## src/rtl/rbna_pkg.sv

```systemverilog
// ============================================================================
// rbna_pkg
// Shared types and constants for the ring buffer nonzero average block.
// ============================================================================
`default_nettype none

package rbna_pkg;

    // Field widths of the request and result items
    localparam int RAW_W = 16;
    localparam int WIN_W = 8;
    localparam int AVG_W = 24;
    localparam int FRAC_W = 8;

    // Request type codes
    localparam logic REQ_STORE = 1'b0;
    localparam logic REQ_QUERY = 1'b1;

    // Status of the serial divider as seen by the sequencer
    typedef struct packed {
        logic busy;
        logic done;
    } div_stat_t;

endpackage

`default_nettype wire

```

## src/rtl/ring_buffer_nonzero_average.sv

```systemverilog
// ============================================================================
// ring_buffer_nonzero_average
// Ring of byte-swapped power readings with a query for the mean of the
// nonzero entries among the most recent ones (8 fractional bits, truncated).
// ============================================================================
//
//   channel  handshake            payload
//   -------  -------------------  ------------------------------------------
//   in       in_valid / in_stall  req_type, raw_reading, window_count
//   out      out_valid/out_stall  average, average_valid
//
// A store request is written to the RAM when it is accepted. A query reads
// window_count entries from the RAM (one read per cycle on its single read
// port), takes the last read in the drain state and checks the count, then
// runs the bit-serial divider over 16 + clog2(DEPTH+1) + 8 quotient bits (one
// per cycle, then its done strobe), then loads the result register.
// An illegal window or one with no nonzero entry skips the walk or divider.
// Reset clears the per-entry valid bits at once; no clearing pass is needed.
// in_stall is high whenever a query is in progress; a stalled result holds
// the block in its final state only until the result register frees up.
//
`default_nettype none

module ring_buffer_nonzero_average
    import rbna_pkg::*;
#(
    parameter int DEPTH = 64
) (
    input  wire logic             clk,
    input  wire logic             rst_n,
    input  wire logic             in_valid,
    output logic                  in_stall,
    input  wire logic             req_type,
    input  wire logic [RAW_W-1:0] raw_reading,
    input  wire logic [WIN_W-1:0] window_count,
    output logic                  out_valid,
    input  wire logic             out_stall,
    output logic      [AVG_W-1:0] average,
    output logic                  average_valid
);

    localparam int IDX_W = $clog2(DEPTH);
    localparam int CNT_W = $clog2(DEPTH + 1);
    localparam int SUM_W = RAW_W + CNT_W;
    localparam int DVD_W = SUM_W + FRAC_W;
    localparam logic [IDX_W-1:0] LAST_IDX  = IDX_W'(DEPTH - 1);
    localparam logic [WIN_W:0]   DEPTH_LIM = (WIN_W + 1)'(DEPTH);

    typedef enum logic [2:0] {
        S_IDLE,
        S_WALK,
        S_DRAIN,
        S_CHECK,
        S_DIV,
        S_EMIT
    } state_t;

    state_t            state_reg, state_next;
    logic [IDX_W-1:0]  wi_reg, wi_next;
    logic [IDX_W-1:0]  ptr_reg, ptr_next;
    logic [WIN_W-1:0]  rem_reg, rem_next;
    logic [SUM_W-1:0]  sum_reg, sum_next;
    logic [CNT_W-1:0]  cnt_reg, cnt_next;
    logic [DEPTH-1:0]  vld_reg, vld_next;
    logic              pend_reg, pend_next;
    logic              vbit_reg, vbit_next;
    logic              zero_reg, zero_next;
    logic              out_valid_reg, out_valid_next;
    logic [AVG_W-1:0]  avg_reg, avg_next;
    logic              avg_vld_reg, avg_vld_next;

    logic              in_acc;
    logic              store_acc;
    logic              win_ok;
    logic [IDX_W-1:0]  rd_addr;
    logic [RAW_W-1:0]  rdata;
    logic              acc_hit;
    logic              out_free;
    logic              div_start;
    div_stat_t         div_stat;
    logic [DVD_W-1:0]  quotient;

    assign in_stall  = (state_reg != S_IDLE);
    assign in_acc    = in_valid && !in_stall;
    assign store_acc = in_acc && (req_type == REQ_STORE);
    assign win_ok    = (window_count != '0) && ({1'b0, window_count} <= DEPTH_LIM);

    // Walk backward from the newest entry, wrapping below zero
    assign rd_addr = (ptr_reg == '0) ? LAST_IDX : ptr_reg - 1'b1;

    // Count an entry only if it was written and holds a nonzero reading
    assign acc_hit = pend_reg && vbit_reg && (rdata != '0);

    assign out_free  = !out_valid_reg || !out_stall;
    assign div_start = (state_reg == S_CHECK) && (cnt_reg != '0);

    rbna_ram #(
        .WIDTH (RAW_W),
        .DEPTH (DEPTH)
    ) u_store (
        .clk   (clk),
        .we    (store_acc),
        .waddr (wi_reg),
        .wdata ({raw_reading[7:0], raw_reading[15:8]}),
        .re    (state_reg == S_WALK),
        .raddr (rd_addr),
        .rdata (rdata)
    );

    rbna_div #(
        .DVD_W (DVD_W),
        .DVS_W (CNT_W)
    ) u_div (
        .clk      (clk),
        .rst_n    (rst_n),
        .start    (div_start),
        .dividend ({sum_reg, {FRAC_W{1'b0}}}),
        .divisor  (cnt_reg),
        .status   (div_stat),
        .quotient (quotient)
    );

    // Sequencer next-state and datapath next values
    always_comb
    begin
        state_next     = state_reg;
        wi_next        = wi_reg;
        ptr_next       = ptr_reg;
        rem_next       = rem_reg;
        sum_next       = sum_reg;
        cnt_next       = cnt_reg;
        vld_next       = vld_reg;
        pend_next      = (state_reg == S_WALK);
        vbit_next      = vld_reg[rd_addr];
        zero_next      = zero_reg;
        out_valid_next = out_valid_reg && out_stall;
        avg_next       = avg_reg;
        avg_vld_next   = avg_vld_reg;

        // Accumulate the entry read in the previous cycle
        if (acc_hit)
        begin
            sum_next = sum_reg + SUM_W'(rdata);
            cnt_next = cnt_reg + 1'b1;
        end

        case (state_reg)
            S_IDLE:
            begin
                if (store_acc)
                begin
                    vld_next[wi_reg] = 1'b1;
                    wi_next = (wi_reg == LAST_IDX) ? '0 : wi_reg + 1'b1;
                end
                else if (in_acc)
                begin
                    if (win_ok)
                    begin
                        ptr_next   = wi_reg;
                        rem_next   = window_count;
                        sum_next   = '0;
                        cnt_next   = '0;
                        state_next = S_WALK;
                    end
                    else
                    begin
                        zero_next  = 1'b1;
                        state_next = S_EMIT;
                    end
                end
            end
            S_WALK:
            begin
                ptr_next = rd_addr;
                rem_next = rem_reg - 1'b1;
                if (rem_reg == WIN_W'(1))
                begin
                    state_next = S_DRAIN;
                end
            end
            S_DRAIN:
            begin
                state_next = S_CHECK;
            end
            S_CHECK:
            begin
                if (cnt_reg == '0)
                begin
                    zero_next  = 1'b1;
                    state_next = S_EMIT;
                end
                else
                begin
                    zero_next  = 1'b0;
                    state_next = S_DIV;
                end
            end
            S_DIV:
            begin
                if (div_stat.done)
                begin
                    state_next = S_EMIT;
                end
            end
            S_EMIT:
            begin
                if (out_free)
                begin
                    out_valid_next = 1'b1;
                    avg_next       = zero_reg ? '0 : quotient[AVG_W-1:0];
                    avg_vld_next   = !zero_reg;
                    zero_next      = 1'b0;
                    state_next     = S_IDLE;
                end
            end
            default:
            begin
                state_next = S_IDLE;
            end
        endcase
    end

    // Hold state and the registered out_valid flag
    always_ff @(posedge clk or negedge rst_n)
    begin
        if (!rst_n)
        begin
            state_reg     <= S_IDLE;
            wi_reg        <= '0;
            vld_reg       <= '0;
            pend_reg      <= 1'b0;
            zero_reg      <= 1'b0;
            out_valid_reg <= 1'b0;
        end
        else
        begin
            state_reg     <= state_next;
            wi_reg        <= wi_next;
            vld_reg       <= vld_next;
            pend_reg      <= pend_next;
            zero_reg      <= zero_next;
            out_valid_reg <= out_valid_next;
        end
    end

    // Payload registers
    always_ff @(posedge clk)
    begin
        ptr_reg     <= ptr_next;
        rem_reg     <= rem_next;
        sum_reg     <= sum_next;
        cnt_reg     <= cnt_next;
        vbit_reg    <= vbit_next;
        avg_reg     <= avg_next;
        avg_vld_reg <= avg_vld_next;
    end

    assign out_valid     = out_valid_reg;
    assign average       = avg_reg;
    assign average_valid = avg_vld_reg;

    // An invalid result always carries a zero average
    a_invalid_zero: assert property (@(posedge clk) disable iff (!rst_n)
        out_valid && !average_valid |-> average == '0)
        else $error("invalid result with nonzero average");

    // The divider runs only while the sequencer waits on it
    a_div_owned: assert property (@(posedge clk) disable iff (!rst_n)
        div_stat.busy |-> state_reg == S_DIV)
        else $error("divider busy outside divide state");

    // An illegal window goes straight to the result stage
    a_bad_window: assert property (@(posedge clk) disable iff (!rst_n)
        in_acc && req_type == REQ_QUERY && !win_ok |=> state_reg == S_EMIT && zero_reg)
        else $error("illegal window did not bypass the walk");

    // The nonzero count never passes the ring depth
    a_cnt_bound: assert property (@(posedge clk) disable iff (!rst_n)
        state_reg == S_CHECK |-> cnt_reg <= CNT_W'(DEPTH))
        else $error("nonzero count exceeds depth");

endmodule

`default_nettype wire

```

## src/rtl/rbna_ram.sv

```systemverilog
// ============================================================================
// rbna_ram
// Generic single-write, single-read RAM with a registered read port.
// ============================================================================
`default_nettype none

module rbna_ram #(
    parameter int WIDTH = 16,
    parameter int DEPTH = 64
) (
    input  wire logic                     clk,
    input  wire logic                     we,
    input  wire logic [$clog2(DEPTH)-1:0] waddr,
    input  wire logic [WIDTH-1:0]         wdata,
    input  wire logic                     re,
    input  wire logic [$clog2(DEPTH)-1:0] raddr,
    output logic      [WIDTH-1:0]         rdata
);

    logic [WIDTH-1:0] mem [DEPTH];

    // Write port
    always_ff @(posedge clk)
    begin
        if (we)
        begin
            mem[waddr] <= wdata;
        end
    end

    // Registered read port
    always_ff @(posedge clk)
    begin
        if (re)
        begin
            rdata <= mem[raddr];
        end
    end

endmodule

`default_nettype wire

```

## src/rtl/rbna_div.sv

```systemverilog
// ============================================================================
// rbna_div
// Bit-serial restoring divider: one quotient bit per cycle, shifted into the
// dividend register as the dividend bits shift out.
// ============================================================================
`default_nettype none

module rbna_div
    import rbna_pkg::*;
#(
    parameter int DVD_W = 31,
    parameter int DVS_W = 7
) (
    input  wire logic             clk,
    input  wire logic             rst_n,
    input  wire logic             start,
    input  wire logic [DVD_W-1:0] dividend,
    input  wire logic [DVS_W-1:0] divisor,
    output div_stat_t             status,
    output logic      [DVD_W-1:0] quotient
);

    localparam int STEP_W = $clog2(DVD_W + 1);

    logic [DVD_W-1:0]  dvd_reg;
    logic [DVS_W-1:0]  rem_reg;
    logic [DVS_W-1:0]  dvs_reg;
    logic [STEP_W-1:0] step_reg;
    logic              busy_reg;
    logic              done_reg;

    logic [DVS_W:0]    trial;
    logic [DVS_W+1:0]  diff;
    logic              fits;

    // Trial subtract of the divisor from the shifted partial remainder
    assign trial = {rem_reg, dvd_reg[DVD_W-1]};
    assign diff  = {1'b0, trial} - {2'b00, dvs_reg};
    assign fits  = ~diff[DVS_W+1];

    // Control: load on start, count down one step per cycle
    always_ff @(posedge clk or negedge rst_n)
    begin
        if (!rst_n)
        begin
            busy_reg <= 1'b0;
            done_reg <= 1'b0;
            step_reg <= '0;
        end
        else
        begin
            done_reg <= 1'b0;
            if (start)
            begin
                busy_reg <= 1'b1;
                step_reg <= STEP_W'(DVD_W);
            end
            else if (busy_reg)
            begin
                step_reg <= step_reg - 1'b1;
                if (step_reg == STEP_W'(1))
                begin
                    busy_reg <= 1'b0;
                    done_reg <= 1'b1;
                end
            end
        end
    end

    // Datapath: shift dividend out, quotient bits in
    always_ff @(posedge clk)
    begin
        if (start)
        begin
            dvd_reg <= dividend;
            dvs_reg <= divisor;
            rem_reg <= '0;
        end
        else if (busy_reg)
        begin
            dvd_reg <= {dvd_reg[DVD_W-2:0], fits};
            rem_reg <= fits ? diff[DVS_W-1:0] : trial[DVS_W-1:0];
        end
    end

    assign status.busy = busy_reg;
    assign status.done = done_reg;
    assign quotient    = dvd_reg;

endmodule

`default_nettype wire
```

## config.mk

```make
export PLATFORM = sky130hd
export DESIGN_NAME = ring_buffer_nonzero_average
export DESIGN_NICKNAME = d
export VERILOG_FILES = /design/src/rtl/rbna_pkg.sv /design/src/rtl/ring_buffer_nonzero_average.sv /design/src/rtl/rbna_ram.sv /design/src/rtl/rbna_div.sv
export SDC_FILE = /design/constraint.sdc
export NUM_CORES = 1
export LEC_CHECK = 0
export BUFFER_PORTS_ARGS = -buffer_cell sky130_fd_sc_hd__buf_4
export CORE_MARGIN = 2
export CORE_UTILIZATION = 50
export CTS_CLUSTER_DIAMETER = 150
export DETAILED_ROUTE_END_ITERATION = 8
export HOLD_SLACK_MARGIN = 0.02
export PLACE_DENSITY = 0.68
export SKIP_CTS_REPAIR_TIMING = 1
export SLEW_MARGIN = 20
export SYNTH_ARGS = -nofsm -noshare
export SYNTH_HDL_FRONTEND = slang
export SYNTH_SLANG_ARGS = --single-unit
```

## constraint.sdc

```tcl
create_clock -name clk -period 2.9 [get_ports clk]
set_input_delay 0.145 -clock clk [delete_from_list [all_inputs] [get_ports clk]]
set_output_delay 0.145 -clock clk [all_outputs]
set_load 0.005 [all_outputs]
```

After elaboration in Yosys (flattened, before gate mapping) --
Memories as Yosys holds them, arrays and structs flattened. A register that Yosys moved wholly into a read port is not among the register bits. Index checks and enable logic that the tools add are counted.
Cells by class: divide/modulo/power cells 0, reductions and logical operators 28, add/sub/neg operators 7, $mul 0, shift operators 0, order comparisons 4, equal/unequal tests 15, bitwise operators 3, mux-type cells 53
Operator list (number):
- two-way mux 23 bit | 5
- OR 64 bit | 1
- two-way mux 31 bit | 2
- two-way mux 7 bit | 6
- two-way mux 6 bit | 5
- two-way mux 8 bit | 3
- adder 23 x 16 -> 23 bit | 1
- two-way mux 1 bit | 18
- two-way mux 3 bit | 6
- case mux 3 bit (6 select lines) | 1
- case mux 8 bit (2 select lines) | 1
- nonzero test 16 bit | 1
- less-than comparator 6 x 7 -> 1 bit (second input constant) | 2
- case mux 6 bit (2 select lines) | 1
- two-way mux 5 bit | 2
- != test 2 bit (second input constant) | 5
- AND reduction 5 bit | 2
- subtractor 8 x 7 -> 9 bit | 1
- == test 8 x 1 -> 1 bit (second input constant) | 1
- <= comparator 8 x 7 -> 1 bit (second input constant) | 1
- logical AND 1 bit | 8
- nonzero test 8 bit | 1
- subtractor 8 x 1 -> 8 bit (second input constant) | 1
- adder 7 x 1 -> 7 bit (second input constant) | 1
- other kinds (24) | 34
Word-level totals: latch bits 0, memory bits (writable) 1024, memories kept 1, ROM bits 0, bits of input ports 29, bits in registers 198
Memory list:
- u_store.mem | words 64, bits a word 16, rd ports 1, clocked after memory_dff 1, write ports 1, line rbna_ram.sv:20 | logic [WIDTH-1:0] mem [DEPTH];

Longest topological paths before layout --
Gate-level depths: netlist (run 1).
depth in word-level cells 7, mapped depth 13

By module --
Synthesis (run 1) repeated with hierarchy kept, for this count alone.
Second synthesis, totals: cells, all modules 2735, area total of the unflattened synthesis 50064.3 um2
By module, submodules not included:
- rbna_ram | cells each 1829, instances 1, area an instance 40202.3 um2
- ring_buffer_nonzero_average | cells each 725, instances 1, area an instance 7364.6 um2
- rbna_div | cells each 181, instances 1, area an instance 2497.4 um2

Worst setup path after synthesis (run 1) --
Ideal clock, no wire load.
path kind register to register, from reg ptr_reg[0], to reg u_store.rdata[10], read port of u_store.mem, data pin, buffers on the path 2, library setup time 275 ps, path slack -87 ps, arrival time 2712 ps, cell stages (with the launch flop) 11, path through edfxtp_1 > inv_1 > ha_1 > or2_2 > o21ai_1 > buf_2 > clkbuf_1 > mux4_2 > a221o_1 > a22oi_1 > o221ai_1
Between the ends: word-level cells in the longest chain between the ends 2
Ends and longest elaborated chain:
- start: declaration | line ring_buffer_nonzero_average.sv:60 | logic [IDX_W-1:0] ptr_reg, ptr_next;
- start signal: assignment | line ring_buffer_nonzero_average.sv:249 | ptr_reg <= ptr_next;
- subtractor 6 x 1 -> 6 bit or logical NOT 6 bit (tied branches) | line ring_buffer_nonzero_average.sv:89 | assign rd_addr = (ptr_reg == '0) ? LAST_IDX : ptr_reg - 1'b1;
- two-way mux 6 bit * | line ring_buffer_nonzero_average.sv:89
- end: declaration | line rbna_ram.sv:17 | output logic [WIDTH-1:0] rdata
Mark *: on every way between the ends. The rest lies on a longest branch, timed or not. A chain may end at the register's enable or synchronous reset.

Worst setup path after layout (run 1) --
from reg ptr_reg[0], to reg u_store.rdata[13], read port of u_store.mem, data pin
Same word-level chain as after synthesis.

==> impl_metrics.json, run 1 <==
{
  "dieWidth_um": 316,
  "insertion_delay_ns": 0.71,
  "drive_above_1_share_pct": 31.7,
  "synth_fp_nets": 2607,
  "largest_register_ff_count": 1024,
  "synth_area_leader_cell": "edfxtp_1",
  "grt_max_degree": 65,
  "fin_area_sq_mm": 0.0585,
  "dieArea_sq_mm": 0.100,
  "drtIter0Drc": 2888,
  "ys_ff_latch": 1238,
  "outcome": "complete, but fails checks",
  "cts_made_buffers": 119,
  "synth_ff_type": "edfxtp_1",
  "synth_top_family_by_area": "multiplexers",
  "use_met3_pct": 3.32,
  "vias": 26300,
  "slew_headroom_pct": 37.1,
  "clock-sinks": 1238,
  "crit_chain": "inv_2, ha_4, nor2b_4, a21o_4, buf_12, buf_16, buf_12, mux4_2, a22o_1, a221o_1, a22oi_2, o221ai_1",
  "first_global_vias": 26500,
  "synth_compound_area_share_pct": 4.83,
  "finalCriticalPeriod_ns": 3.36,
  "synth_cell_types": 67,
  "path_class": "register to register",
  "clock_skew_ns": 0.0220,
  "grtUsageMet1_pct": 32.3,
  "yosys.area_share.adder_pct": 0.902,
  "critPathArrivalTime_ns": 3.78,
  "overflow": 0,
  "fin_ws_ns": -0.461,
  "wire_per_inst_um": 27.4,
  "vias_per_cell": 6.13,
  "finalSetupViolCount": 17,
  "die_y_um": 316,
  "grt_pass1_wl_um": 171000,
  "use_met2_pct": 38.6,
  "tightest_slew_ns": 0.943,
  "powerDensity_mw_per_mm2": 1080,
  "clk_pin_slew_ns": 0.07,
  "post-route-drc-count": 0,
  "synthXorXnorAreaFrac_pct": 0.485,
  "clk_path_buf_depth": 3,
  "cp_slowest_cell": "mux4_2",
  "irDropWorstVdd_v": 0.000666,
  "muxShareOfSynthArea_pct": 12.8,
  "p_leak_nw": 20.1,
  "p_total_mw": 62.9,
  "worstPathRequired_ns": 3.32,
  "cpMostUsedCell": "buf_12",
  "yosysWarnings": 0,
  "num-nets-final": 2964,
  "period_share_pct": 116,
  "crit_family": "compound AO/OA/AOI/OAI gates",
  "fmax_mhz": 298,
  "syn_avg_cell_area_sq_um": 19.2,
  "place_area_sq_mm": 0.0533,
  "hold_viol_final": 0,
  "hold_slack_ns": 0.00534,
  "critPathBufInv": 4,
  "place_ws_ns": -0.775,
  "busiest_layer": "met2",
  "cts_tree": "done",
  "hold_class": "primary input to register",
  "critPathMaxFanout": 6,
  "drtPass1Iterations": 6,
  "root_buffer": "clkbuf_16",
  "synth.area.top_cells": "edfxtp_1 68%, mux4_2 13%, dfrtp_1 4.3%, dfxtp_1 1.9%, a22o_1 1.2%",
  "maxCapViolations": 0,
  "n_fill_cell": 6743,
  "area_growth_pct": 19.8,
  "antenna_found_initial": 2,
  "synth_top_area_share_pct": 68.2,
  "yosysSeqAreaShare_pct": 74.4,
  "syn_area_sq_mm": 0.0488,
  "io_buffers": 55,
  "ios": 56,
  "postRouteAntennaNets": 0,
  "coreArea_sq_mm": 0.0967,
  "wl_um": 117000,
  "synth_edf_count": 1109,
  "place_hpwl_um": 69400,
  "grt_usage_pct": 23.2,
  "rsz0062_at_grt": "true",
  "cp_slowest_stage_delay_ns": 0.49,
  "final_util_pct": 60.5,
  "gp_congestion": 0.866,
  "maxSlewViolCount": 0,
  "postSynthCellCount": 2544,
  "synth-async-reset-ratio_pct": 6.70,
  "endpoint_kind": "register",
  "violations": "setup timing",
  "htree_levels": 3,
  "yosys.area_share.simple_pct": 4.89,
  "num_rows": 114,
  "worstSetupStartpointType": "register",
  "initial_core_util_pct": 50.5
}
-- final timing paths --
path	startpoint	endpoint	slack, ns	depth (start not counted)
max	ptr_reg[0]	u_store.rdata[13]	-0.46	12
min	raw_reading[0]	u_store.mem[54][8]	0.005	1
max reg2reg	ptr_reg[0]	u_store.rdata[13]	-0.46	12
min reg2reg	vld_reg[49]	vld_reg[49]	0.47	1
max in group asynchronous	rst_n	vld_reg[15]	1.56	3
min in group asynchronous	rst_n	u_div.busy_reg	0.07	3
-- logic make-up (layout without fill, tap and decap cells) --
logic type	after synthesis	in the layout
flops	1238	1238
buf+inv	172	635
xor+xnor	27	27
mux	285	285
fa+ha+maj	34	34
compound gates	307	307
other cells	0	2
simple gates	481	481
-- per-stage QoR --
step / cells / TNS, ns
floorplan: 2544 / 0
global placement: 3994 / -8.98
detailed placement: 3994 / -9.20
CTS: 4221 / -9.88
global route: 4283 / -7.06
finish: 4285 / -6.28
-- cells in the final DEF (no fill, tap or decap), types with 21 or more instances in the layout --
master     netlist  layout
clkinv_1         1      21
a221oi_1        36      24
ha_1            32      30
nand3_1         47      47
buf_4           14     226
a22o_1          69      65
clkbuf_1        72      25
nor2_1         113     106
nor2b_1         32      30
a21oi_1         31      29
a221o_1         34      34
clkbuf_16        0     128
inv_1           33      31
or2_2           68      67
buf_12           0      99
clkinv_2         0      21
nand2_1        130     130
dfxtp_1         46      46
o21ai_0         45      44
edfxtp_1      1109    1109
dfrtp_1         83      83
mux4_2         272     272
-- per-layer routing --
layer,share of wire [%],wire length [um]
met4,2.6,3070
met2,50,59000
met1,40,46800
met5,0,0
met3,7.2,8440
-- where the power goes --
group          leakage [nW]  internal [mW]  total [mW]  switching, mW
Clock                  1.96           9.08        15.7           6.59
Combinational          6.63           12.5        25.4           12.9
Sequential             11.5           20.9        21.8          0.915
-- cells in the mapped netlist (11+ instances only) --
master and instances:
o21ai_0 45, mux2i_1 13, dfrtp_1 83, edfxtp_1 1109
nor2_1 113, a21oi_1 31, ha_1 32, nand2_1 130
mux4_2 272, a221oi_1 36, inv_1 33, a22oi_1 17
a221o_1 34, nor3_1 16, nor2b_1 32, dfxtp_1 46
xnor2_1 17, clkbuf_1 72, a22o_1 69, a21o_1 11
o221ai_1 17, or2_2 68, buf_2 42, buf_4 14
nand3_1 47
-- final cells by class --
class | count | area, sq um | area share, %
clock inverter | 68 | 706 | 1.21
sequential | 1238 | 36300 | 62.1
clock buffer | 159 | 3300 | 5.65
antenna | 2 | 5.00 | 0.00856
inverter | 34 | 128 | 0.218
timing repair buffer | 374 | 4360 | 7.46
multi-input combinational | 1134 | 12100 | 20.6
tap | 1276 | 1600 | 2.73
No activity file was read; power rests on OpenSTA's default activity.
==> run 2: changes to the inputs <==
--- a/config.mk
+++ b/config.mk
@@ -8,6 +8,7 @@
 export BUFFER_PORTS_ARGS = -buffer_cell sky130_fd_sc_hd__buf_4
 export CORE_MARGIN = 2
 export CORE_UTILIZATION = 50
+export CTS_BUF_LIST = sky130_fd_sc_hd__clkbuf_8
 export CTS_CLUSTER_DIAMETER = 150
 export DETAILED_ROUTE_END_ITERATION = 8
 export HOLD_SLACK_MARGIN = 0.02
==> run 2 against run 1 <==
  * Power fell by 0.39%
  * Core utilization grew 0.42 points
  * Largest cell class unchanged
  * Hold slack better by 0.054 ns
  * Clock skew increased by 0.040 ns
  * Global-route usage increased by 0.30 points
  * Design area increased by 0.69%
  * The flow still finishes with violations (setup timing)
==> impl_metrics.json, run 2 (same netlist as run 1, synthesis figures left out) <==
{
  "outcome": "complete, but fails checks",
  "violations": "setup timing",
  "maxSlewViolCount": 0,
  "root_buffer": "clkbuf_8",
  "coreArea_sq_mm": 0.0967,
  "place_hpwl_um": 69400,
  "place_ws_ns": -0.775,
  "overflow": 0,
  "postRouteAntennaNets": 0,
  "clk_path_buf_depth": 3,
  "dpl.cell_count": 3994,
  "reg2reg_slack_ns": -0.51,
  "rr_startpoint": "ptr_reg[1]",
  "dieWidth_um": 316,
  "hold_class": "primary input to register",
  "fin_cells": 4463,
  "critPathMaxFanout": 6,
  "clk_pin_slew_ns": 0.07,
  "num-nets-final": 3084,
  "post-route-drc-count": 0,
  "dieArea_sq_mm": 0.100,
  "irDropWorstVdd_v": 0.000743,
  "drive_above_1_share_pct": 33.2,
  "finalCriticalPeriod_ns": 3.41,
  "grt_max_degree": 65,
  "period_share_pct": 118,
  "largest_register_ff_count": 1024,
  "wire_per_inst_um": 26.8,
  "die_y_um": 316,
  "ios": 56,
  "clock_skew_ns": 0.0622,
  "powerDensity_mw_per_mm2": 1060,
  "vias_per_cell": 6.03,
  "hold_path_end": "out_valid",
  "endpoint_kind": "register",
  "cts_tree": "done",
  "whs_path_depth": 4,
  "htree_levels": 4,
  "rsz0062_at_grt": "true",
  "critPathArrivalTime_ns": 4.01,
  "vias": 26900,
  "fin_ws_ns": -0.512,
  "drtIter0Drc": 2928,
  "insertion_delay_ns": 0.89,
  "rr_endpoint": "u_store.rdata[13]",
  "clock-sinks": 1238,
  "initial_core_util_pct": 50.5,
  "worstPathRequired_ns": 3.50,
  "slew_headroom_pct": 38.1,
  "cts_made_buffers": 193,
  "grt_pass1_wl_um": 173000,
  "hold_viol_final": 0,
  "num_rows": 114,
  "maxCapViolations": 0,
  "final_common_cell": "edfxtp_1",
  "finalSetupViolCount": 17,
  "final_util_pct": 60.9,
  "setup_tns_ns": -6.62,
  "path_class": "register to register",
  "hp-start": "out_stall",
  "mostFrequentLayoutCells": "1109 x edfxtp_1, 272 x mux4_2, 240 x buf_4",
  "drtPass1Iterations": 8,
  "tightest_slew_ns": 0.927,
  "r2r_cells": 14,
  "fmax_mhz": 293,
  "grt_usage_pct": 23.5,
  "gp_congestion": 0.866,
  "io_buffers": 55,
  "antenna_found_initial": 2,
  "p_leak_nw": 20.6,
  "wl_um": 120000,
  "area_growth_pct": 20.6,
  "worstSetupStartpointType": "register",
  "first_global_vias": 27200
}
==> run 2: cell count changes in the layout (fill, tap and decap cells not counted), sizes merged <==
cell / previous run / this run
clkinv: 47 / 60
buf: 353 / 379
dlygate4sd3: 14 / 31
clkinvlp: 5 / 1
bufinv: 12 / 7
inv: 38 / 106
diode: 2 / 4
clkbuf: 166 / 227
==> run 2: worst max path at each step <==
stage / from / endpoint / slack [ns] / cells after the start
after detailed placement: ptr_reg[0] / u_store.rdata[13] / -0.77 / 12
after global routing: ptr_reg[1] / u_store.rdata[13] / -0.50 / 14
after floorplan: ptr_reg[0] / u_store.rdata[0] / 0.02 / 11
after global placement: ptr_reg[0] / u_store.rdata[8] / -0.76 / 12
final: ptr_reg[1] / u_store.rdata[13] / -0.51 / 14
after CTS: ptr_reg[0] / u_store.rdata[13] / -0.82 / 12
==> run 2: final cells by class <==
type                       instances  area, sq um
inverter                          34          128
fill                            6777        37800
timing repair buffer             420         4890
sequential                      1238        36300
tap                             1276         1600
multi-input combinational       1134        12100
clock buffer                     217         2990
antenna                            4         10.0
clock inverter                   140          897
==> run 2: power breakdown <==
group | internal (mW) | switching [mW] | total, mW
Clock | 7.59 | 6.96 | 14.5
Combinational | 13.1 | 13.2 | 26.3
Sequential | 20.9 | 0.918 | 21.8
==> run 2: metal layers <==
| metal | vias up | part of all wire, % | global-route usage (%) |
|---|---|---|---|
| met5 | - | 0 | 0 |
| met4 | 0 | 3.0 | 8.21 |
| met3 | 243 | 7.6 | 4.41 |
| met2 | 1258 | 50 | 38.5 |
| met1 | 14000 | 40 | 32.0 |
| li1 | 11400 | - | - |
==> run 2: critical path, cell delays in order, from the launching register on <==
cell	delay (ns)
edfxtp_1	0.40
inv_2	0.08
buf_4	0.14
ha_4	0.15
or2_4	0.23
o21ai_4	0.23
buf_6	0.14
buf_12	0.12
buf_6	0.11
clkbuf_16	0.14
buf_8	0.12
mux4_2	0.31
a221o_1	0.40
a22oi_2	0.37
o221ai_1	0.18
==> run 2: stage by stage <==
stage / instance area (sq um) / power [mW] / hold WS [ns]
after floorplan: 48800 / 35.0 / -0.151
after global placement: 53300 / 44.4 / 0.342
after detailed placement: 53300 / 44.9 / 0.374
after CTS: 57200 / 59.4 / -0.571
after global routing: 58900 / 65.1 / 0.0395
final: 58900 / 62.6 / 0.0592
